<file path="src/rtl/core/lpcp_pkg.sv">
// shared types and constants for the lidar point camera projection unit
// no dependencies

package lpcp_pkg;

	typedef enum logic [1:0] {
		CMD_CLEAR   = 2'd0,
		CMD_APPEND  = 2'd1,
		CMD_PROJECT = 2'd2,
		CMD_NONE    = 2'd3
	} cmd_t;

	typedef enum logic [2:0] {
		REG_FOCAL_X  = 3'd0,
		REG_FOCAL_Y  = 3'd1,
		REG_CENTER_X = 3'd2,
		REG_CENTER_Y = 3'd3,
		REG_OFFSET_X = 3'd4,
		REG_OFFSET_Y = 3'd5,
		REG_OFFSET_Z = 3'd6,
		REG_IMAGE    = 3'd7
	} reg_t;

	typedef enum logic [3:0] {
		ST_IDLE,
		ST_MUL,
		ST_DIV,
		ST_BOUND,
		ST_SQRT,
		ST_RDREQ,
		ST_RDWAIT,
		ST_TEST,
		ST_OUT
	} state_t;

	// widths of the datapath
	localparam int CamW   = 20;          // camera coordinate, signed
	localparam int NumW   = 37;          // focal * cam, signed
	localparam int QuoW   = 38;          // floor quotient, signed
	localparam int PixW   = 40;          // u or v in 1/16 px, signed
	localparam int SqW    = 36;          // x^2 + y^2 fits in 36 bits
	localparam int RootW  = 18;
	localparam int DivSteps = 37;

	// controller to datapath
	typedef struct packed {
		logic load;       // latch point and form camera coordinates
		logic mul;        // register focal products
		logic div_start;  // load divider and root units
		logic div_step;   // one division and one root step
		logic div_fix;    // floor correction, add centre
		logic bound;      // image bound check
		logic rd_req;     // request table read
		logic test;       // compare against read box
		logic idx_inc;    // advance box index
		logic hit;        // latch match
		logic clr_res;    // clear match result
	} cmd_bus_t;

	// datapath to controller
	typedef struct packed {
		logic front;      // cam_z > 0
		logic inview;
		logic step_done;
		logic box_hit;
		logic idx_last;   // index at the last stored box
		logic table_empty;
	} sts_bus_t;

endpackage

</file>
<file path="src/rtl/core/lpcp_ctrl.sv">
// controller state machine for the projection unit
// uses lpcp_pkg

module lpcp_ctrl import lpcp_pkg::*; (
	input  logic     clk,
	input  logic     arst_n,
	input  logic     start,
	input  logic     out_taken,
	input  sts_bus_t sts,
	output cmd_bus_t cmd,
	output logic     busy,
	output logic     out_valid
);

	state_t state_q, state_d;

	always_ff @(posedge clk or negedge arst_n) begin
		if (!arst_n) state_q <= ST_IDLE;
		else         state_q <= state_d;
	end

	always_comb begin
		state_d = state_q;
		case (state_q)
			ST_IDLE:   if (start) state_d = ST_MUL;
			ST_MUL:    state_d = sts.front ? ST_DIV : ST_OUT;
			ST_DIV:    if (sts.step_done) state_d = ST_BOUND;
			ST_BOUND:  state_d = ST_SQRT;
			ST_SQRT:   state_d = (!sts.inview || sts.table_empty) ? ST_OUT : ST_RDREQ;
			ST_RDREQ:  state_d = ST_RDWAIT;
			ST_RDWAIT: state_d = ST_TEST;
			ST_TEST:   state_d = (sts.box_hit || sts.idx_last) ? ST_OUT : ST_RDREQ;
			ST_OUT:    if (out_taken) state_d = ST_IDLE;
			default:   state_d = ST_IDLE;
		endcase
	end

	always_comb begin
		cmd = '0;
		busy = 1'b1;
		out_valid = 1'b0;
		case (state_q)
			ST_IDLE: begin
				busy = 1'b0;
				cmd.load = start;
				cmd.clr_res = start;
			end
			ST_MUL: begin
				cmd.mul = 1'b1;
				cmd.div_start = 1'b1;
			end
			ST_DIV:    cmd.div_step = 1'b1;
			ST_BOUND:  cmd.div_fix = 1'b1;
			ST_SQRT:   cmd.bound = 1'b1;
			ST_RDREQ:  cmd.rd_req = 1'b1;
			ST_RDWAIT: cmd.test = 1'b1;
			ST_TEST: begin
				cmd.hit = sts.box_hit;
				cmd.idx_inc = 1'b1;
			end
			ST_OUT:    out_valid = 1'b1;
			default:   busy = 1'b0;
		endcase
	end

endmodule

</file>
<file path="config.mk">
export PLATFORM = sky130hd
export DESIGN_NAME = lpcp_ctrl
export DESIGN_NICKNAME = d
export VERILOG_FILES = /design/src/rtl/core/lpcp_pkg.sv /design/src/rtl/core/lpcp_ctrl.sv
export SDC_FILE = /design/constraint.sdc
export NUM_CORES = 1
export LEC_CHECK = 0
export BUFFER_PORTS_ARGS = -buffer_cell sky130_fd_sc_hd__buf_4
export CAP_MARGIN = 40
export CORE_MARGIN = 2
export CORE_UTILIZATION = 23
export CTS_CLUSTER_SIZE = 28
export DETAILED_ROUTE_END_ITERATION = 10
export PLACE_DENSITY = 0.47
export SYNTH_ARGS = -nofsm -noshare
export SYNTH_HDL_FRONTEND = slang
export SYNTH_SLANG_ARGS = --single-unit
</file>
<file path="constraint.sdc">
create_clock -name clk -period 2.1 [get_ports clk]
set_input_delay 0.42 -clock clk [delete_from_list [all_inputs] [get_ports clk]]
set_output_delay 0.42 -clock clk [all_outputs]
set_load 0.005 [all_outputs]
</file>
==> results of run 1 <==
==> worst min path at each step <==
stage                    from          to  slack (ns)  cells after the start
finish              out_taken  state_q[3]        0.47                      3
global route        out_taken  state_q[3]        0.47                      3
CTS                 out_taken  state_q[3]        0.46                      3
detailed placement     arst_n  state_q[3]        0.22                      1
global placement       arst_n  state_q[3]        0.22                      1
floorplan              arst_n  state_q[0]        0.12                      0
==> cells by family (layout without fill, tap and decap cells) <==
family	after synthesis	after routing	share of synthesized area, %
XOR/XNOR	1	1	2.45
AND/OR/NAND/NOR	23	23	37.1
buffers and inverters	9	29	13.6
flip-flops	4	4	28.0
AO/OA/AOI/OAI	8	8	16.1
multiplexers	1	1	2.80
==> power by group through the flow <==
stage | Clock, mW | Sequential (mW) | Combinational, mW
after floorplan | 0 | 0.119 | 0.282
after global placement | 0 | 0.184 | 0.348
after detailed placement | 0 | 0.185 | 0.341
after CTS | 0.103 | 0.185 | 0.345
after global routing | 0.107 | 0.194 | 0.375
final | 0.0982 | 0.187 | 0.340
==> critical path: cells and delay by family (launching register included) <==
kind                   cells  cell delay, ns
and+or+nand+nor            1            0.58
DFF                        1            0.49
buffers and inverters      2            0.21
==> through the flow <==
step	util (%)	instance area [um2]	total power [mW]	cells
floorplan	-	358	0.401	46
global placement	33.9	505	0.532	78
detailed placement	33.9	505	0.527	78
CTS	36.1	538	0.632	82
global route	36.1	538	0.676	82
finish	36.1	538	0.624	82
==> layer usage <==
layer	track usage [%]	routed length, um	vias to the layer above
li1	-	-	199
met1	13.5	447	162
met2	14.9	404	16
met3	4.17	75	0
met4	5.45	0	0
met5	0	0	-
==> Yosys cell counts, types with 2 or more instances <==
cell / n / area share [%]
dfrtp_1: 4 / 28
buf_2: 3 / 4.2
nor2_1: 5 / 5.2
nand2b_1: 2 / 3.5
buf_4: 3 / 6.3
nand2_1: 3 / 3.1
o21ai_0: 2 / 2.8
and2_1: 2 / 3.5
inv_1: 3 / 3.1
nor3_1: 4 / 5.6
==> cell type report <==
class                           instances  share of cell area (%)
Multi-Input combinational cell         33                    38.8
Timing Repair Buffer                   23                    32.6
Sequential cell                         4                    18.6
Clock buffer                            3                    4.19
Tap cell                               16                    3.72
Inverter                                3                    2.09
==> repair_timing <==
action	in CTS	in global routing
setup endpoints to repair	0	0
hold buffers	1	0
endpoints found under the hold margin	4	0
==> flow_summary_export.csv, run 1 <==
group,metric,value,unit
critical_path,endpoint_kind,"primary output",
global_route,grt_pass1_vias,334,
yosys,synthFlopType,"dfrtp_1",
cts,htree_levels,1,
floorplan,num_rows,14,
cts,clock_latency,0.24,ns
critical_path,r2r-end,"state_q[3]",
power_and_ir_drop,power.density,1160,nW/um2
power_and_ir_drop,pwr-share-clk,15.7,%
cts,clkSlewWorstSetupHoldPaths,0.04,ns
critical_path,cp-startpoint,"state_q[1]",
outcome,status,"finished clean",
timing,hold_viol_final,0,
drt,drt_wl_total,926,um
timing,clock_skew,0.00122,ns
placed_design,pre_cts_ws,0.420,ns
power_and_ir_drop,p_int,0.374,mW
timing,timing.fmax,518,MHz
yosys,syn_area_per_cell,7.78,um2
drt,wl_per_cell,11.3,um
finish,drive_gt1_share,39.4,%
global_route,grt_pass1_wl,1450,um
yosys,ys_warn_count,0,
finish,final_cell_mix,"22 x buf_4, 5 x nor2_1, 4 x nor3_1, 4 x dfrtp_1",
cts,clock_sinks,4,
power_and_ir_drop,netSwitchingFraction,40.2,%
drt,drc,0,
placed_design,routabilityCongestion,0.699,
timing,setup_violations,0,
finish,num_antenna_cells,0,
yosys,yosysSeqAreaShare,28.0,%
power_and_ir_drop,p_seq_share,29.9,%
job,maxCapViolCount,0,
critical_path,cp.arrival,1.51,ns
power_and_ir_drop,peakVddDrop,0.604,mV
timing,tightestPinTransition,0.342,ns
yosys,ys_async_sr_fraction,100,%
timing,rsz0062_at_grt,"false",
critical_path,r2r_start,"state_q[1]",
timing,setup_slack,0.168,ns
global_route,antenna_found_initial,0,
cts,cts_buffers,3,
timing,holdWs,0.466,ns
critical_path,rr_worst_depth,3,
floorplan,die_w,43.4,um
timing,slew_headroom,76.6,%
yosys,syn_area,358,um2
floorplan,io_pins,23,
min_path,hold_class,"input pin to register",
timing,period_needed,1.93,ns
finish,reg_top3,"state_q (4)",
global_route,grt_max_degree,13,
yosys,yosysUniqueCellTypes,25,
drt,routed_via_density,4.60,
global_route,grt-ovfl-total,0,
critical_path,reg2reg_slack,0.67,ns
timing,finalCritPeriodShare,92.0,%
floorplan,die-area,1890,um2
floorplan,fp.dieH,43.4,um
floorplan,coreArea,1490,um2
critical_path,endpoint,"cmd[9]",
timing,finalMaxSlewViolations,0,
critical_path,cp_data_required_time,1.68,ns
critical_path,worstSetupStartpointType,"register",
finish,largest-register,"state_q",
finish,multi_input_area,209,um2
cts,cts_buffer_depth,2,
finish,nets,78,
drt,drt_iter0_markers,7,
cts,cts_root_buffer,"clkbuf_4",
critical_path,crit_path_top_delay_cell,"or4b_1",
finish,final_common_cell,"buf_4",
critical_path,cpPeakStageDelay,0.58,ns
floorplan,start_util,24.0,%
yosys,syn_inst,46,
drt,drtAntennaViolNets,0,
drt,num_vias,377,
power_and_ir_drop,p_switching,0.251,mW
yosys,synth_edf_count,0,
power_and_ir_drop,pwr-share-comb,54.4,%
yosys,syn-num-nets,56,
timing,final.setup.tns,0,ns
power_and_ir_drop,p_leak,0.272,nW
placed_design,numPortBuffers,22,
critical_path,crit_fanout,12,
finish,n_fill_cell,156,
finish,area_growth,50.3,%
placed_design,hpwlAfterDp,693,um
cts,post_cts_resized,0,
critical_path,crit_chain,"or4b_1 -> inv_1 -> buf_4",
cts,postCtsSetupRepairBufs,0,
finish,largest_reg_flops,4,
cts,tritoncts,"done",
critical_path,critical_path_class,"register to primary output",
global_route,track_usage,10.4,%
yosys,synth-seq-cells,4,
finish,final-seq-area,100,um2
drt,drt-pass1-iter-count,4,
No activity file was read; power rests on OpenSTA's default activity.
==> run 2, diff against run 1 <==
- CORE_MARGIN: 2 -> not set
- PLACE_DENSITY: 0.47 -> 0.48
==> run 2 against run 1 <==
Hold slack improved by 0.0094 ns. Register-to-register slack barely moved. Sequential power fell by 3%. Sequential cell count did not move. Combinational power barely moved. Design area fell by 0.23%. Die area fell by 9.0%. Largest cell class unchanged. Routed wire length fell by 9.8%. Critical endpoint unchanged. Maximum frequency rose by 1.1%. Total power fell by 2.3%. Core utilization rose by 3.2 points.
==> flow_summary_export.csv, run 2 (synthesized netlist as in run 1, its figures left out) <==
group,metric,value,unit
outcome,status,"finished clean",
power_and_ir_drop,p_seq_share,29.9,%
finish,fin_util,39.3,%
global_route,grt-ovfl-total,0,
cts,clock_sinks,4,
floorplan,num_rows,13,
drt,routed_via_density,4.75,
timing,setup_violations,0,
cts,cts_root_buffer,"clkbuf_4",
finish,multi_input_area,209,um2
drt,drtAntennaViolNets,0,
global_route,grt_pass1_vias,360,
cts,htree_levels,1,
critical_path,rr_worst_depth,3,
global_route,met3_usage,1.30,%
finish,reg_top3,"state_q (4)",
floorplan,io_pins,23,
timing,clock_skew,0.000619,ns
min_path,min-delay-start,"out_taken",
finish,final_area,537,um2
critical_path,cp_data_required_time,1.68,ns
timing,finalMaxSlewViolations,0,
drt,wl_per_cell,10.3,um
timing,tightestPinTransition,0.351,ns
finish,final_cell_mix,"22 x buf_4, 5 x nor2_1, 4 x nor3_1, 4 x dfrtp_1",
finish,area_growth,50.0,%
power_and_ir_drop,pwr-share-comb,55.2,%
drt,drt_iter0_markers,8,
floorplan,start_util,26.2,%
timing,setup_slack,0.189,ns
power_and_ir_drop,p_switching,0.237,mW
timing,period_needed,1.91,ns
placed_design,numPortBuffers,22,
finish,drive_gt1_share,39.4,%
power_and_ir_drop,netSwitchingFraction,38.8,%
placed_design,routabilityCongestion,0.681,
global_route,grt_use_met2,15.0,%
drt,drt-pass1-iter-count,4,
critical_path,r2r-end,"state_q[3]",
finish,final-seq-area,100,um2
placed_design,pre_cts_ws,0.433,ns
cts,cts_buffer_depth,2,
drt,drc,0,
global_route,met1_usage,14.1,%
critical_path,r2r_start,"state_q[1]",
finish,num_antenna_cells,0,
timing,holdWs,0.475,ns
critical_path,cp.arrival,1.49,ns
cts,clock_latency,0.23,ns
job,maxCapViolCount,0,
placed_design,hpwlAfterDp,655,um
cts,postCtsSetupRepairBufs,0,
critical_path,reg2reg_slack,0.68,ns
cts,clkSlewWorstSetupHoldPaths,0.04,ns
drt,num_vias,385,
floorplan,coreArea,1370,um2
timing,slew_headroom,76.0,%
floorplan,die-area,1720,um2
power_and_ir_drop,power.density,1140,nW/um2
finish,final_common_cell,"buf_4",
placed_design,place_area,504,um2
min_path,hold_path_depth,3,
global_route,track_usage,11.0,%
finish,largest-register,"state_q",
power_and_ir_drop,p_int,0.373,mW
global_route,antenna_found_initial,0,
power_and_ir_drop,p_leak,0.272,nW
critical_path,worstSetupStartpointType,"register",
critical_path,critical_path_class,"register to primary output",
finish,n_fill_cell,160,
min_path,whs_endpoint,"state_q[3]",
global_route,grt_max_degree,13,
finish,largest_reg_flops,4,
min_path,hold_class,"input pin to register",
timing,finalCritPeriodShare,91.0,%
global_route,grt.busiest_layer,"met2",
cts,tritoncts,"done",
cts,ctsHoldBuffers,1,
global_route,grt_pass1_wl,1460,um
power_and_ir_drop,pwr-share-clk,15.0,%
timing,final.setup.tns,0,ns
timing,hold_viol_final,0,
floorplan,fp.dieH,41.4,um
floorplan,die_w,41.4,um
drt,drt_wl_total,835,um
cts,cts_buffers,3,
power_and_ir_drop,peakVddDrop,0.632,mV
cts,post_cts_resized,0,
critical_path,crit_fanout,12,
timing,rsz0062_at_grt,"false",
timing,timing.fmax,523,MHz
critical_path,endpoint_kind,"primary output",
finish,nets,78,
[run 2: cell counts in the layout (fill, tap and decap cells not counted)]
Identical to the previous run, type by type.
[run 2: worst max-delay path by stage]
stage	cells past startpoint	start	endpoint	slack, ns
global placement	3	state_q[1]	cmd[8]	0.45
CTS	3	state_q[1]	cmd[9]	0.17
floorplan	4	state_q[0]	cmd[10]	0.58
finish	3	state_q[1]	cmd[9]	0.19
global route	3	state_q[1]	cmd[8]	0.1
detailed placement	3	state_q[1]	cmd[9]	0.43
[run 2: metrics by stage]
stage,cells,power [mW]
2_1_floorplan,46,0.401
3_3_place_gp,77,0.526
3_5_place_dp,77,0.521
4_1_cts,81,0.621
5_1_grt,81,0.673
6_report,81,0.610
[run 2: layout make-up]
cell class                 instances  share of cell area (%)
clock buffer                       3                    4.20
timing repair buffer              23                    32.6
tap                               15                    3.50
sequential                         4                    18.6
multi-input combinational         33                    38.9
inverter                           3                    2.10
[run 2: per-layer routing]
layer,up-vias,routed length (um)
li1,201,-
met1,164,383
met2,18,350
met3,2,82
met4,0,19
met5,-,0
[run 2: power groups by stage]
stage                     Sequential, mW  Combinational, mW  Clock, mW
final                              0.182              0.337     0.0914
after global routing               0.198              0.376     0.0988
after CTS                          0.182              0.342     0.0963
after detailed placement           0.183              0.338          0
after global placement             0.184              0.342          0
after floorplan                    0.119              0.282          0
[run 2: worst max-delay path, cell delays in order, from the launching register on]
cell,delay [ns]
dfrtp_1,0.48
or4b_1,0.59
inv_1,0.09
buf_4,0.11
==> run 3, diff against run 2 <==
- clock period: 2.1 -> 2.3 ns (I/O delays scaled with it)
==> run 3 against run 2 <==
Largest cell class unchanged. Combinational power fell by 9.2%. Critical path type unchanged. Highest routed layer unchanged. Register-to-register slack improved by 0.18 ns. Via count shrank 0.78%. Clock skew hardly changed.
==> flow_summary_export.csv, run 3 (synthesized netlist as in run 1, its figures left out) <==
group,metric,value,unit
critical_path,r2r_start,"state_q[1]",
floorplan,die-area,1720,um2
power_and_ir_drop,power.density,1050,nW/um2
drt,drt_iter0_markers,5,
placed_design,pre_cts_ws,0.598,ns
floorplan,coreArea,1370,um2
placed_design,dpl.cell_count,77,
cts,clkSlewWorstSetupHoldPaths,0.04,ns
global_route,grt.busiest_layer,"met1",
floorplan,die_w,41.4,um
timing,tightestPinTransition,0.351,ns
power_and_ir_drop,peakVddDrop,0.577,mV
finish,num_antenna_cells,0,
finish,final_cells,80,
drt,num_vias,382,
critical_path,crit_path_top_delay_cell,"or4b_1",
floorplan,num_rows,13,
cts,ctsHoldBuffers,0,
drt,drtAntennaViolNets,0,
finish,largest-register,"state_q",
critical_path,cp_data_required_time,1.84,ns
cts,clock_sinks,4,
timing,finalMaxSlewViolations,0,
critical_path,r2r-end,"state_q[3]",
cts,cts_buffer_depth,2,
drt,drt-pass1-iter-count,4,
finish,nets,77,
floorplan,io_pins,23,
finish,reg_top3,"state_q (4)",
global_route,track_usage,11.3,%
critical_path,cpPeakStageDelay,0.58,ns
critical_path,worstSetupStartpointType,"register",
finish,final_common_cell,"buf_4",
critical_path,cp.arrival,1.48,ns
placed_design,routabilityCongestion,0.679,
global_route,met1_usage,15.7,%
drt,wl_per_cell,10.4,um
global_route,grt_pass1_vias,344,
timing,hold_viol_final,0,
finish,final_cell_mix,"22 x buf_4, 5 x nor2_1, 4 x nor3_1, 4 x dfrtp_1",
cts,cts_buffers,3,
critical_path,endpoint_kind,"primary output",
drt,drt_wl_total,832,um
cts,tritoncts,"done",
cts,postCtsSetupRepairBufs,0,
placed_design,hpwlAfterDp,659,um
global_route,met3_usage,1.30,%
finish,area_growth,47.2,%
cts,post_cts_resized,0,
timing,final.setup.tns,0,ns
finish,largest_reg_flops,4,
global_route,grt_pass1_wl,1480,um
floorplan,start_util,26.2,%
timing,slew_headroom,76.0,%
power_and_ir_drop,p_leak,0.267,nW
critical_path,reg2reg_slack,0.86,ns
finish,drive_gt1_share,40.0,%
cts,clock_latency,0.23,ns
global_route,grt_max_degree,13,
timing,timing.fmax,515,MHz
critical_path,crit_fanout,12,
timing,clock_skew,0.000179,ns
drt,routed_via_density,4.78,
timing,rsz0062_at_grt,"false",
power_and_ir_drop,total_power,0.554,mW
critical_path,crit_chain,"or4b_1 -> inv_1 -> buf_4",
timing,setup_slack,0.358,ns
global_route,antenna_found_initial,0,
cts,htree_levels,1,
global_route,grt-ovfl-total,0,
outcome,status,"finished clean",
floorplan,fp.dieH,41.4,um
critical_path,critPathTopFamily,"simple AND/OR/NAND/NOR gates",
timing,setup_violations,0,
global_route,grt_use_met2,14.1,%
timing,period_needed,1.94,ns
min_path,hold_class,"input pin to async pin",
critical_path,critical_path_class,"register to primary output",
finish,n_fill_cell,164,
critical_path,cp.buffers_inverters,2,
drt,drc,0,
critical_path,rr_worst_depth,3,
cts,cts_root_buffer,"clkbuf_4",
placed_design,numPortBuffers,22,
timing,finalCritPeriodShare,84.5,%
job,maxCapViolCount,0,
[run 3: cell type report]
| cell class | count | area, um2 | share of cell area [%] |
|---|---|---|---|
| multi-input cells | 33 | 209 | 39.7 |
| flip-flops and latches | 4 | 100 | 19.0 |
| inverters | 3 | 11.3 | 2.14 |
| clock buffers | 3 | 22.5 | 4.28 |
| repair buffers | 22 | 165 | 31.4 |
| well taps | 15 | 18.8 | 3.56 |
[run 3: through the flow]
stage                     instance area [um2]  utilization (%)  hold slack (ns)
after floorplan                           358                -            0.164
after global placement                    504             36.9            0.257
after detailed placement                  504             36.9            0.256
after CTS                                 527             38.6          0.00932
after global routing                      527             38.6           0.0105
final                                     527             38.6           0.0181
[run 3: worst register-to-register path, cell delays in order (launching register included)]
cell,delay [ns]
dfrtp_1,0.48
or4b_1,0.58
o32ai_1,0.17
a211o_1,0.14
[run 3: worst max path at each step]
| stage | depth (start not counted) | to | start |
|---|---|---|---|
| 4_1_cts | 3 | cmd[8] | state_q[1] |
| 2_1_floorplan | 4 | cmd[10] | state_q[0] |
| 3_5_place_dp | 3 | cmd[8] | state_q[1] |
| 5_1_grt | 3 | cmd[8] | state_q[1] |
| 6_report | 3 | cmd[8] | state_q[1] |
| 3_3_place_gp | 3 | cmd[8] | state_q[1] |
[run 3: power by group]
group          leakage (nW)  switching, mW  internal, mW
registers            0.0522         0.0674        0.0981
logic                 0.201          0.122         0.183
clock network        0.0138         0.0251        0.0581
total                 0.267          0.215         0.340
[run 3: routing by layer]
layer	part of all wire [%]	vias up
met4	2.3	0
met2	44	20
li1	-	198
met1	45	162
met5	0	-
met3	8.4	2
